### src/hw/rtl/stpf_pkg.sv
package stpf_pkg;

	localparam int ADC_BITS_DEF = 12;
	localparam int FRAME_LEN    = 29;
	localparam int CRC_LEN      = 26;
	localparam logic [15:0] CRC_POLY = 16'h1021;
	localparam logic [15:0] CRC_INIT = 16'hFFFF;
	localparam logic [7:0]  END_MARK = 8'h0D;
	localparam logic [7:0]  HDR_PRIORITY = 8'hFF;
	localparam logic [7:0]  HDR_NORMAL   = 8'hAA;

	// Register indexes of the configuration port.
	localparam logic [2:0] REG_WEIGHT_GAS   = 3'd0;
	localparam logic [2:0] REG_WEIGHT_DUST  = 3'd1;
	localparam logic [2:0] REG_PRIORITY     = 3'd2;
	localparam logic [2:0] REG_ELEVATED     = 3'd3;
	localparam logic [2:0] REG_NODE_IDENT   = 3'd4;
	localparam logic [2:0] REG_HAZARD_KIND  = 3'd5;
	localparam logic [2:0] REG_BATT_FULL    = 3'd6;
	localparam logic [2:0] REG_BATT_EMPTY   = 3'd7;

	typedef struct packed {
		logic [11:0] gas_code;
		logic [11:0] dust_code;
		logic [11:0] battery_code;
	} sensor_in_t;

	typedef struct packed {
		logic [7:0] frame_byte;
		logic       frame_last;
		logic [1:0] urgency;
	} frame_out_t;

	typedef enum logic [3:0] {
		ST_IDLE,
		ST_DIV_AQI,
		ST_DIV_DUST,
		ST_DIV_MV,
		ST_ANOM,
		ST_DIV_A1,
		ST_DIV_A2,
		ST_COMB,
		ST_BATT,
		ST_DIV_BATT,
		ST_FLOAT,
		ST_BUILD,
		ST_CRC,
		ST_SEND
	} stpf_state_t;

endpackage

### src/hw/rtl/sensor_telemetry_packet_framer_unit.sv
// Channel   | Signals                   | Beat content
// ----------+---------------------------+-------------------------------------
// in        | in_valid, in_ready, in_data   | one set of gas, dust, battery codes
// out       | out_valid, out_ready, out_data| one frame byte, last flag, urgency
// cfg       | cfg_we, cfg_index, cfg_data   | one register write, no wait
//
// A set of codes passes through six restoring divisions before the first frame
// byte is offered; they run one quotient bit per cycle through one shared
// shift/subtract unit, five single-state steps sit among and after them, and
// the 26-byte CRC is folded in one bit per cycle. When the battery reading is
// at or past a limit its ratio division is skipped.
// The 29 frame bytes then leave one per accepted output beat.
// Reset clears control, the sequence number and the registers to defaults.
// The offered beat holds while out_ready is low; no new input
// beat is taken until the last frame byte has been delivered.
module sensor_telemetry_packet_framer_unit #(
	parameter int ADC_BITS = stpf_pkg::ADC_BITS_DEF
) (
	input  logic                   clk,
	input  logic                   arst_n,
	input  logic                   in_valid,
	output logic                   in_ready,
	input  stpf_pkg::sensor_in_t   in_data,
	output logic                   out_valid,
	input  logic                   out_ready,
	output stpf_pkg::frame_out_t   out_data,
	input  logic                   cfg_we,
	input  logic [2:0]             cfg_index,
	input  logic [31:0]            cfg_data
);

	localparam logic [15:0] FS = 16'((32'd1 << ADC_BITS) - 32'd1);
	localparam logic [47:0] Q16 = 48'd65536;

	stpf_pkg::stpf_state_t state_q, state_d;

	// Configuration registers.
	logic [8:0]  weight_gas_q, weight_dust_q;
	logic [6:0]  priority_level_q, elevated_level_q;
	logic [31:0] node_ident_q;
	logic [7:0]  hazard_kind_q;
	logic [12:0] batt_full_q, batt_empty_q;

	// Captured codes, results and frame state.
	logic [11:0] dust_code_q, batt_code_q;
	logic [31:0] aqi_q, dust_q, mv_q, a1_q, a2_q;
	logic [40:0] comb_q;
	logic [7:0]  batt_pct_q;
	logic [15:0] seq_q, crc_q;
	logic [4:0]  pos_q;
	logic [2:0]  bit_q;
	logic [7:0]  frame_q [stpf_pkg::FRAME_LEN];
	logic [31:0] aqi_f_q, dust_f_q;
	logic [1:0]  urg_q;
	logic        prio_q;

	// Shared restoring divider: 48-bit dividend, 32-bit divisor.
	logic [47:0] num_q;
	logic [31:0] den_q;
	logic [32:0] rem_q;
	logic [5:0]  cnt_q;
	logic [32:0] rem_sh;
	logic        fit;

	assign rem_sh = {rem_q[31:0], num_q[47]};
	assign fit    = rem_sh >= {1'b0, den_q};
	logic div_done;
	assign div_done = (cnt_q == 6'd47);

	// Float conversion, percent and saturation helpers (narrow, per value).
	function automatic logic [31:0] to_single(input logic [31:0] q);
		logic [4:0]  p;
		logic [31:0] mant;
		logic [31:0] rem;
		logic [31:0] half;
		logic [4:0]  s;
		logic [7:0]  ex;
		p = 5'd0;
		for (int i = 0; i < 32; i++) begin
			if (q[i]) begin
				p = 5'(i);
			end
		end
		if (q == 32'd0) begin
			return 32'd0;
		end
		if (p <= 5'd23) begin
			mant = q << (5'd23 - p);
		end else begin
			s    = p - 5'd23;
			rem  = q & ((32'd1 << s) - 32'd1);
			half = 32'd1 << (s - 5'd1);
			mant = q >> s;
			if (rem > half || (rem == half && mant[0])) begin
				mant = mant + 32'd1;
			end
			if (mant == 32'h0100_0000) begin
				mant = mant >> 1;
				p = p + 5'd1;
			end
		end
		ex = 8'(p) + 8'd111;
		return {1'b0, ex, mant[22:0]};
	endfunction

	function automatic logic [7:0] pct(input logic [40:0] q);
		logic [47:0] p;
		p = ({7'd0, q} * 48'd100) >> 16;
		return (p > 48'd255) ? 8'd255 : p[7:0];
	endfunction

	function automatic logic [11:0] sat(input logic [11:0] c);
		return ({4'd0, c} > FS) ? FS[11:0] : c;
	endfunction

	logic [31:0] off_a, off_d;
	assign off_a = 32'd50 * 32'd65536;
	assign off_d = 32'd25 * 32'd65536;
	logic [31:0] full_q16, empty_q16;
	assign full_q16  = {3'd0, batt_full_q, 16'd0};
	assign empty_q16 = {3'd0, batt_empty_q, 16'd0};

	// A battery reading at or past a limit needs no ratio.
	logic batt_limit;
	assign batt_limit = (mv_q >= full_q16) || (mv_q <= empty_q16);

	logic        prio_c, elev_c, rapid_c;
	assign prio_c  = ({7'd0, comb_q} * 48'd100) >= {25'd0, priority_level_q, 16'd0};
	assign elev_c  = ({7'd0, comb_q} * 48'd100) >= {25'd0, elevated_level_q, 16'd0};
	assign rapid_c = ({7'd0, comb_q} * 48'd10) > 48'd393216;

	logic crc_fb;
	assign crc_fb = crc_q[15] ^ frame_q[pos_q][3'd7 - bit_q];

	// Next state.
	always_comb begin
		state_d   = state_q;
		unique case (state_q)
			stpf_pkg::ST_IDLE: begin
				if (in_valid) begin
					state_d   = stpf_pkg::ST_DIV_AQI;
				end
			end
			stpf_pkg::ST_DIV_AQI: if (div_done) state_d = stpf_pkg::ST_DIV_DUST;
			stpf_pkg::ST_DIV_DUST: if (div_done) state_d = stpf_pkg::ST_DIV_MV;
			stpf_pkg::ST_DIV_MV: if (div_done) state_d = stpf_pkg::ST_ANOM;
			stpf_pkg::ST_ANOM: state_d = stpf_pkg::ST_DIV_A1;
			stpf_pkg::ST_DIV_A1: if (div_done) state_d = stpf_pkg::ST_DIV_A2;
			stpf_pkg::ST_DIV_A2: if (div_done) state_d = stpf_pkg::ST_COMB;
			stpf_pkg::ST_COMB: state_d = stpf_pkg::ST_BATT;
			stpf_pkg::ST_BATT: begin
				state_d = batt_limit ? stpf_pkg::ST_FLOAT : stpf_pkg::ST_DIV_BATT;
			end
			stpf_pkg::ST_DIV_BATT: if (div_done) state_d = stpf_pkg::ST_FLOAT;
			stpf_pkg::ST_FLOAT: state_d = stpf_pkg::ST_BUILD;
			stpf_pkg::ST_BUILD: state_d = stpf_pkg::ST_CRC;
			stpf_pkg::ST_CRC: begin
				if (bit_q == 3'd7 && pos_q == 5'(stpf_pkg::CRC_LEN - 1)) begin
					state_d = stpf_pkg::ST_SEND;
				end
			end
			stpf_pkg::ST_SEND: begin
				if (out_ready && pos_q == 5'(stpf_pkg::FRAME_LEN - 1)) begin
					state_d = stpf_pkg::ST_IDLE;
				end
			end
			default: state_d = stpf_pkg::ST_IDLE;
		endcase
	end

	assign in_ready  = (state_q == stpf_pkg::ST_IDLE);
	assign out_valid = (state_q == stpf_pkg::ST_SEND);
	assign out_data.frame_byte = frame_q[pos_q];
	assign out_data.frame_last = (pos_q == 5'(stpf_pkg::FRAME_LEN - 1));
	assign out_data.urgency    = urg_q;

	// State register and configuration.
	always_ff @(posedge clk or negedge arst_n) begin
		if (!arst_n) begin
			state_q          <= stpf_pkg::ST_IDLE;
			weight_gas_q     <= 9'd141;
			weight_dust_q    <= 9'd115;
			priority_level_q <= 7'd70;
			elevated_level_q <= 7'd40;
			node_ident_q     <= 32'd877416272;
			hazard_kind_q    <= 8'd4;
			batt_full_q      <= 13'd4200;
			batt_empty_q     <= 13'd3300;
			seq_q            <= 16'd0;
			pos_q            <= 5'd0;
			bit_q            <= 3'd0;
			cnt_q            <= 6'd0;
		end else begin
			state_q <= state_d;
			if (cfg_we) begin
				unique case (cfg_index)
					stpf_pkg::REG_WEIGHT_GAS:  weight_gas_q     <= cfg_data[8:0];
					stpf_pkg::REG_WEIGHT_DUST: weight_dust_q    <= cfg_data[8:0];
					stpf_pkg::REG_PRIORITY:    priority_level_q <= cfg_data[6:0];
					stpf_pkg::REG_ELEVATED:    elevated_level_q <= cfg_data[6:0];
					stpf_pkg::REG_NODE_IDENT:  node_ident_q     <= cfg_data;
					stpf_pkg::REG_HAZARD_KIND: hazard_kind_q    <= cfg_data[7:0];
					stpf_pkg::REG_BATT_FULL:   batt_full_q      <= cfg_data[12:0];
					stpf_pkg::REG_BATT_EMPTY:  batt_empty_q     <= cfg_data[12:0];
					default: ;
				endcase
			end
			// Divider step counter restarts at each division state entry.
			if (state_q != state_d) begin
				cnt_q <= 6'd0;
			end else begin
				cnt_q <= cnt_q + 6'd1;
			end
			if (state_q == stpf_pkg::ST_BUILD) begin
				seq_q <= seq_q + 16'd1;
				pos_q <= 5'd0;
				bit_q <= 3'd0;
			end else if (state_q == stpf_pkg::ST_CRC) begin
				bit_q <= bit_q + 3'd1;
				if (bit_q == 3'd7) begin
					pos_q <= (pos_q == 5'(stpf_pkg::CRC_LEN - 1)) ? 5'd0 : pos_q + 5'd1;
				end
			end else if (state_q == stpf_pkg::ST_SEND && out_ready) begin
				pos_q <= (pos_q == 5'(stpf_pkg::FRAME_LEN - 1)) ? 5'd0 : pos_q + 5'd1;
			end
		end
	end

	// Datapath: divider loading, one quotient bit per cycle, and results.
	always_ff @(posedge clk) begin
		// Load the divider on entry to each division state.
		if (state_q != state_d) begin
			unique case (state_d)
				stpf_pkg::ST_DIV_AQI: begin
					num_q <= 48'(sat(in_data.gas_code)) * 48'd500 * Q16;
					den_q <= {16'd0, FS};
				end
				stpf_pkg::ST_DIV_DUST: begin
					num_q <= 48'(sat(dust_code_q)) * 48'd660 * Q16;
					den_q <= {16'd0, FS};
				end
				stpf_pkg::ST_DIV_MV: begin
					num_q <= 48'(sat(batt_code_q)) * 48'd6600 * Q16;
					den_q <= {16'd0, FS};
				end
				stpf_pkg::ST_DIV_A1: begin
					num_q <= (aqi_q > off_a) ? {16'd0, aqi_q - off_a} : 48'd0;
					den_q <= 32'd250;
				end
				stpf_pkg::ST_DIV_A2: begin
					num_q <= (dust_q > off_d) ? {16'd0, dust_q - off_d} : 48'd0;
					den_q <= 32'd150;
				end
				stpf_pkg::ST_DIV_BATT: begin
					num_q <= 48'(mv_q - empty_q16) * 48'd100;
					den_q <= full_q16 - empty_q16;
				end
				default: ;
			endcase
			rem_q <= '0;
		end else begin
			num_q <= {num_q[46:0], fit};
			rem_q <= fit ? (rem_sh - {1'b0, den_q}) : rem_sh;
		end
		if (state_q == stpf_pkg::ST_IDLE && in_valid) begin
			dust_code_q <= in_data.dust_code;
			batt_code_q <= in_data.battery_code;
		end
		if (div_done) begin
			unique case (state_q)
				stpf_pkg::ST_DIV_AQI: aqi_q <= {num_q[30:0], fit};
				stpf_pkg::ST_DIV_DUST: begin
					dust_q <= ({num_q[30:0], fit} > 32'd180 * 32'd65536)
						? {num_q[30:0], fit} - 32'd180 * 32'd65536 : 32'd0;
				end
				stpf_pkg::ST_DIV_MV: mv_q <= {num_q[30:0], fit};
				stpf_pkg::ST_DIV_A1: begin
					a1_q <= ({num_q[30:0], fit} > 32'd65536) ? 32'd65536 : {num_q[30:0], fit};
				end
				stpf_pkg::ST_DIV_A2: begin
					a2_q <= ({num_q[30:0], fit} > 32'd65536) ? 32'd65536 : {num_q[30:0], fit};
				end
				stpf_pkg::ST_DIV_BATT: batt_pct_q <= {num_q[6:0], fit};
				default: ;
			endcase
		end
		if (state_q == stpf_pkg::ST_COMB) begin
			comb_q <= 41'(({32'd0, weight_gas_q} * {24'd0, a1_q[16:0]}
				+ {32'd0, weight_dust_q} * {24'd0, a2_q[16:0]}) >> 8);
		end
		// Battery limits decide ahead of the ratio.
		if (state_q == stpf_pkg::ST_BATT) begin
			if (mv_q >= full_q16) begin
				batt_pct_q <= 8'd100;
			end else if (mv_q <= empty_q16) begin
				batt_pct_q <= 8'd0;
			end
		end
		if (state_q == stpf_pkg::ST_FLOAT) begin
			aqi_f_q  <= to_single(aqi_q);
			dust_f_q <= to_single(dust_q);
			prio_q   <= prio_c;
			urg_q    <= prio_c ? 2'd2 : (elev_c ? 2'd1 : 2'd0);
		end
		// Fill the frame store.
		if (state_q == stpf_pkg::ST_BUILD) begin
			frame_q[0]  <= prio_q ? stpf_pkg::HDR_PRIORITY : stpf_pkg::HDR_NORMAL;
			frame_q[1]  <= node_ident_q[7:0];
			frame_q[2]  <= node_ident_q[15:8];
			frame_q[3]  <= node_ident_q[23:16];
			frame_q[4]  <= node_ident_q[31:24];
			frame_q[5]  <= hazard_kind_q;
			frame_q[6]  <= aqi_f_q[7:0];
			frame_q[7]  <= aqi_f_q[15:8];
			frame_q[8]  <= aqi_f_q[23:16];
			frame_q[9]  <= aqi_f_q[31:24];
			frame_q[10] <= pct({24'd0, a1_q[16:0]});
			frame_q[11] <= dust_f_q[7:0];
			frame_q[12] <= dust_f_q[15:8];
			frame_q[13] <= dust_f_q[23:16];
			frame_q[14] <= dust_f_q[31:24];
			frame_q[15] <= pct({24'd0, a2_q[16:0]});
			for (int i = 16; i < 21; i++) begin
				frame_q[i] <= 8'd0;
			end
			frame_q[21] <= pct(comb_q);
			frame_q[22] <= rapid_c ? 8'd3 : 8'd0;
			frame_q[23] <= batt_pct_q;
			frame_q[24] <= 8'(seq_q + 16'd1);
			frame_q[25] <= 8'((seq_q + 16'd1) >> 8);
			frame_q[28] <= stpf_pkg::END_MARK;
			crc_q <= stpf_pkg::CRC_INIT;
		end
		// Bit-serial CRC over the first 26 bytes.
		if (state_q == stpf_pkg::ST_CRC) begin
			crc_q <= {crc_q[14:0], 1'b0} ^ (crc_fb ? stpf_pkg::CRC_POLY : 16'd0);
			if (bit_q == 3'd7 && pos_q == 5'(stpf_pkg::CRC_LEN - 1)) begin
				frame_q[26] <= 8'({crc_q[14:0], 1'b0}
					^ (crc_fb ? stpf_pkg::CRC_POLY : 16'd0));
				frame_q[27] <= 8'(({crc_q[14:0], 1'b0}
					^ (crc_fb ? stpf_pkg::CRC_POLY : 16'd0)) >> 8);
			end
		end
	end

endmodule
### config.mk
export PLATFORM = sky130hd
export DESIGN_NAME = sensor_telemetry_packet_framer_unit
export DESIGN_NICKNAME = d
export VERILOG_FILES = /design/src/hw/rtl/stpf_pkg.sv /design/src/hw/rtl/sensor_telemetry_packet_framer_unit.sv
export SDC_FILE = /design/constraint.sdc
export NUM_CORES = 2
export LEC_CHECK = 0
export BUFFER_PORTS_ARGS = -buffer_cell sky130_fd_sc_hd__buf_2
export CELL_PAD_IN_SITES_DETAIL_PLACEMENT = 1
export CELL_PAD_IN_SITES_GLOBAL_PLACEMENT = 1
export CORE_ASPECT_RATIO = 0.7
export CORE_MARGIN = 3
export CORE_UTILIZATION = 46
export CTS_CLUSTER_SIZE = 8
export DETAILED_ROUTE_END_ITERATION = 7
export PLACE_DENSITY = 0.77
export SLEW_MARGIN = 0
export SYNTH_ARGS = -nofsm -noshare
export SYNTH_HDL_FRONTEND = slang
export SYNTH_SLANG_ARGS = --single-unit
### constraint.sdc
create_clock -name clk -period 11.65 [get_ports clk]
set_input_delay 0.5825 -clock clk [delete_from_list [all_inputs] [get_ports clk]]
set_output_delay 0.5825 -clock clk [all_outputs]
set_load 0.005 [all_outputs]
Word level (Yosys, flattened, before mapping) --
Memory sizes are Yosys's and may differ from the RTL's. Cells that the tools add are included. W data, S select, Z words.
Storage, ports and cells: word-level logic and storage cells 314, bits in writable memories 232, memories kept 1, input bits 76, flip-flop bits (word level) 520
Cells by class: $mul 10, equal/unequal tests 37, muxes and demuxes 146, $add $sub $neg 26, reductions and logical operators 34, $lt $le $gt $ge 18, bitwise gates (word level) 4, shift operators 8
Memory list:
- frame_q | depth 29, width 8, read ports 1, clocked after Yosys merged registers in 0, wr ports 27, RTL line sensor_telemetry_packet_framer_unit.sv:52 | logic [7:0] frame_q [stpf_pkg::FRAME_LEN];
Operators with widths (number):
- $mux W5 | 78
- $mux W32 | 11
- $pmux W48 S6 | 1
- $pmux W32 S4 | 1
- $shl A1 B5 Y32 const A | 4
- $mux W31 | 4
- $ge A48 B23 Y1 | 2
- $mux W23 | 4
- $mux W8 | 10
- $add A32 B1 Y32 const B | 2
- $and A32 B32 Y32 | 2
- $eq A32 B25 Y1 const B | 2
- $eq A32 B32 Y1 | 2
- $gt A32 B32 Y1 | 2
- $logic_not A32 Y1 | 2
- $shl A32 B5 Y23 | 2
- $shr A32 B5 Y32 | 2
- $sub A32 B1 Y32 const B | 2
- $pmux W4 S14 | 1
- $mul A9 B17 Y26 | 2
- $mul A48 B5 Y46 const B | 1
- $mux W48 | 1
- $mul A17 B5 Y22 const B | 2
- $mul A33 B5 Y38 const B | 1
- other kinds (66) | 142

Depth between registers and ports, before layout --
depth in word-level cells 50, mapped depth 48

Worst setup path after synthesis --
Ideal clock, no wire load.
kind reg2reg, from register aqi_q[26], to register aqi_f_q[27] (data pin), slack 0.838 ns, period minus slack after synthesis 10.812 ns, data required time 11.388 ns, arrival time 10.550 ns, cell stages (with the launch flop) 46, path through edfxtp_1 > clkbuf_1 > or4_1 > o211ai_1 > o21a_1 > buf_2 > buf_2 > buf_2 > buf_1 > clkbuf_1 > ha_1 > clkbuf_1 > nor2b_1 > a211oi_1 > clkbuf_1 > nor2_1 > nand2_1 > o21ai_0 > (+10 left out) > nor3_1 > o31ai_1 > a31o_2 > a31oi_2 > and3_1 > buf_2 > nand4_1 > nor4_1 > xor2_1 > nor4_1 > a31oi_1 > nor4_4 > mux2i_1 > ha_1 > and3_1 > nand3_1 > nor4_1 > nor3_1
Between the ends: longest elaborated chain between the ends 25, elaborated cells between the ends (all ways) 35, those cells by class add/sub (6); order compare (2); eq/ne (2); shift (3); mux (18); bitwise (1); reduce/logical (3)
Ends and longest elaborated chain:
- from (decl) | RTL line sensor_telemetry_packet_framer_unit.sv:46 | logic [31:0] aqi_q, dust_q, mv_q, a1_q, a2_q;
- from (signal assigned) | RTL line sensor_telemetry_packet_framer_unit.sv:271 | stpf_pkg::ST_DIV_AQI: aqi_q <= {num_q[30:0], fit};
- parallel branches: the longest is 24 deep, another holds $sub A32 B1 Y32
- $mux W31 * | RTL line sensor_telemetry_packet_framer_unit.sv:87 | if (p <= 5'd23) begin
- to (signal assigned) | RTL line sensor_telemetry_packet_framer_unit.sv:300 | aqi_f_q <= to_single(aqi_q);
- to (decl) | RTL line sensor_telemetry_packet_framer_unit.sv:53 | logic [31:0] aqi_f_q, dust_f_q;
Every way passes the cells marked *. The select of a mux whose other input is x is not followed. A chain may end at the register's enable or synchronous reset.

Worst setup path in the final report --
from register dust_q[31], to register dust_f_q[25] (data pin)
Between the ends: longest elaborated chain between the ends 20, elaborated cells between the ends (all ways) 30, those cells by class add/sub (6); order compare (2); eq/ne (2); shift (3); mux (13); bitwise (1); reduce/logical (3)
Ends and longest elaborated chain:
- from (decl) | RTL line sensor_telemetry_packet_framer_unit.sv:46
- from (signal assigned) | RTL line sensor_telemetry_packet_framer_unit.sv:273 | dust_q <= ({num_q[30:0], fit} > 32'd180 * 32'd65536)
- parallel branches: the longest is 19 deep, another holds $sub A32 B1 Y32
- $mux W31 * | RTL line sensor_telemetry_packet_framer_unit.sv:87
- to (signal assigned) | RTL line sensor_telemetry_packet_framer_unit.sv:301 | dust_f_q <= to_single(dust_q);
- to (decl) | RTL line sensor_telemetry_packet_framer_unit.sv:53
Marks and branches as above.

==> flow_metrics.env <==
export IMPL_postCtsSetupBuffers=0
export IMPL_synthDominantCellAreaShare_pct=22.29
export IMPL_synth_ff_type="edfxtp_1"
export IMPL_min_period_over_period_pct=93.48
export IMPL_numClockSinks=660
export IMPL_cts_tree="yes"
export IMPL_cts_resized=0
export IMPL_hold_viol=0
export IMPL_coreArea_sq_um=141200
export IMPL_synth_nets=8151
export IMPL_dp_hpwl_um=187400
export IMPL_cts_buffers=94
export IMPL_synth_area_top_cells="edfxtp_1, ha_1, fa_1, inv_1, nand2_1"
export IMPL_drt_total_wl_um=241700
export IMPL_gp_congestion=0.9942
export IMPL_cts_buffer_depth=3
export IMPL_die_area_sq_um=147600
export IMPL_num_vias=54460
export IMPL_netlist_top_cells_count="inv_1, ha_1, nand2_1"
export IMPL_vias_per_cell=6.174
export IMPL_setup_viol=0
export IMPL_rows=115
export IMPL_synth_edf_count=488
export IMPL_tns_ns=0
export IMPL_skew_ns=0.03290
export IMPL_maxCapViolations=0
export IMPL_dr_first_iter_drc_count=5955
export IMPL_avgSynthCellArea_sq_um=9.504
export IMPL_drtAntennaViolNets=0
export IMPL_yosys_warnings=0
export IMPL_grt_max_degree=96
export IMPL_grt_first_pass_wirelength_um=363900
export IMPL_wl_per_cell_um=27.40
export IMPL_clock_latency_ns=0.71
export IMPL_crit_path_max_fanout=20
export IMPL_netlist_area_sq_um=65740
export IMPL_start_util_pct=46.57
export IMPL_status="finished with violations"
export IMPL_ys_types=101
export IMPL_crit_path_top_delay_cell="nor4_1"
export IMPL_clkTransAtPathRegs_ns=0.05
export IMPL_drive_above_1_share_pct=8.833
export IMPL_grt_use_total_pct=32.45
export IMPL_syn_inst=6917
export IMPL_violations="design-rule violations"
export IMPL_fp_dieW_um=457.9
export IMPL_ios=89
export IMPL_grt_pass1_vias=56110
export IMPL_fmax_mhz=91.82
export IMPL_firstDrtPassIters=8
export IMPL_crit_type="reg2reg"
export IMPL_numPortBuffers=88
export IMPL_synth_largest_area_cell="edfxtp_1"
export IMPL_cp_start_kind="flip-flop"
export IMPL_period_needed_ns=10.89
export IMPL_reg2reg_depth=34
export IMPL_syn2layout_area_growth_pct=7.971
export IMPL_clockRootBuffer="clkbuf_16"
export IMPL_rsz0062_at_grt="false"
export IMPL_dieHeight_um=322.3
export IMPL_postSynth_asyncResetShare_pct=20.00
export IMPL_slew_violations=0
export IMPL_holdPathStages=1
export IMPL_yosysMostFrequentCell="inv_1"
export IMPL_overflow=0
export IMPL_num_nets_final=8106
export IMPL_tightest_slew_ns=1.303
export IMPL_timing_critical_path_slowest_cell_delay_ns=0.72
export IMPL_htree_levels=3
export IMPL_critPathRequiredTime_ns=12.11
export IMPL_ys_ff_latch=660
export IMPL_crit_arrival_ns=11.35
export IMPL_min_path_type="in2reg"
export IMPL_fillCellCount=15840
export IMPL_drc=7
export IMPL_end_kind="flip-flop"
export IMPL_antenna_found_initial=20
export IMPL_ys_seq_area_share_pct=28.61
export IMPL_slew_headroom_pct=12.94
[path summary, 6_finish.rpt]
| kind | from | end | slack, ns |
|---|---|---|---|
| setup / recovery | dust_q[31] | dust_f_q[25] | 0.76 |
| hold / removal | in_data[1] | batt_code_q[1] | 0.05 |
| setup reg to reg | dust_q[31] | dust_f_q[25] | 0.76 |
| hold reg to reg | aqi_f_q[11] | frame_q[7][3] | 0.42 |
| max in group asynchronous | arst_n | node_ident_q[25] | 9.67 |
| min in group asynchronous | arst_n | seq_q[15] | 0.46 |
[flip-flops by register name, indices dropped and copies added, names as in the netlist, 18 cells and up]
register and cells:
aqi_f_q 31, aqi_q 32, frame_q 168, node_ident_q 32, num_q 48, den_q 18, comb_q 19, mv_q 32
dust_f_q 31, rem_q 32, dust_q 32
[repair_timing]
action / 4_1_cts / 5_1_grt
endpoints found under the setup margin: 0 / 0
hold buffers: 1 / 0
hold endpoints to repair: 51 / 0
[worst max-delay path: cells and delay by family (launching register included)]
kind | cells | cell delay [ns]
AOI/OAI and AO/OA | 8 | 2.52
and+or+nand+nor | 17 | 5.09
adders and majority gates | 3 | 0.99
xor gates and xnor gates | 3 | 0.66
DFF | 1 | 0.68
buffers and inverters | 3 | 0.70
[cell families after synthesis]
logic type / share of synthesized area [%]
multiplexers: 7.019
AND/OR/NAND/NOR: 14.36
adder cells (fa/ha/maj): 26.71
AO/OA/AOI/OAI: 12.08
flip-flops: 28.61
buffers and inverters: 6.979
XOR/XNOR: 4.250
[layout by cell type, fill, tap and decap left out, types with 27 or more instances in the layout]
cell,count
clkbuf_16,96
mux2i_1,173
buf_4,105
dfrtp_1,92
edfxtp_1,488
nand3_1,135
dfstp_2,38
o211ai_1,45
or3_1,37
dfxtp_1,40
and3_1,44
or2_2,32
xnor2_1,204
buf_2,87
ha_1,749
mux4_2,69
o21a_1,43
a21boi_0,27
nor4_1,50
a211oi_1,38
a222oi_1,31
nand4_1,55
a31oi_1,50
nor2b_1,69
mux2_2,117
a21o_1,90
nor3_1,107
o21ai_0,205
clkbuf_1,59
nand2b_1,62
o21bai_1,55
inv_1,874
a21oi_1,351
fa_1,409
xor2_1,107
nand2_1,677
nor2_1,504
and2_1,153
[stage by stage]
step | instances | area, sq um | hold WS (ns) | utilization, % | worst slack (ns)
floorplan | 6917 | 65740 | 0.2869 | - | 0.8378
global placement | 8647 | 68200 | 0.4035 | 48.31 | 1.304
detailed placement | 8647 | 68200 | 0.4063 | 48.31 | 1.067
CTS | 8812 | 70960 | 0.001061 | 50.27 | 1.024
global route | 8814 | 70960 | 0.02356 | 50.27 | 0.01540
finish | 8821 | 70980 | 0.05387 | 50.29 | 0.7591
[layout make-up]
| class | count | area, sq um | area share [%] |
|---|---|---|---|
| Inverter | 881 | 3312 | 4.666 |
| Sequential cell | 660 | 18810 | 26.50 |
| Antenna cell | 9 | 22.52 | 0.03173 |
| Clock buffer | 155 | 2624 | 3.696 |
| Tap cell | 1872 | 2342 | 3.300 |
| Clock inverter | 9 | 130.1 | 0.1833 |
| Multi-Input combinational cell | 5041 | 42500 | 59.87 |
| Timing Repair Buffer | 194 | 1245 | 1.754 |
[routing by layer]
metal	wire, um	vias to the layer above	global-route usage [%]
li1	-	23850	-
met2	101600	2576	47.76
met5	18	-	0
met3	26400	395	8.747
met4	8109	2	9.940
met1	105600	27640	46.61
Power is left out: the tool's default activity adds up to more than one toggle a clock period on the data nets, which glitch-free logic cannot reach.
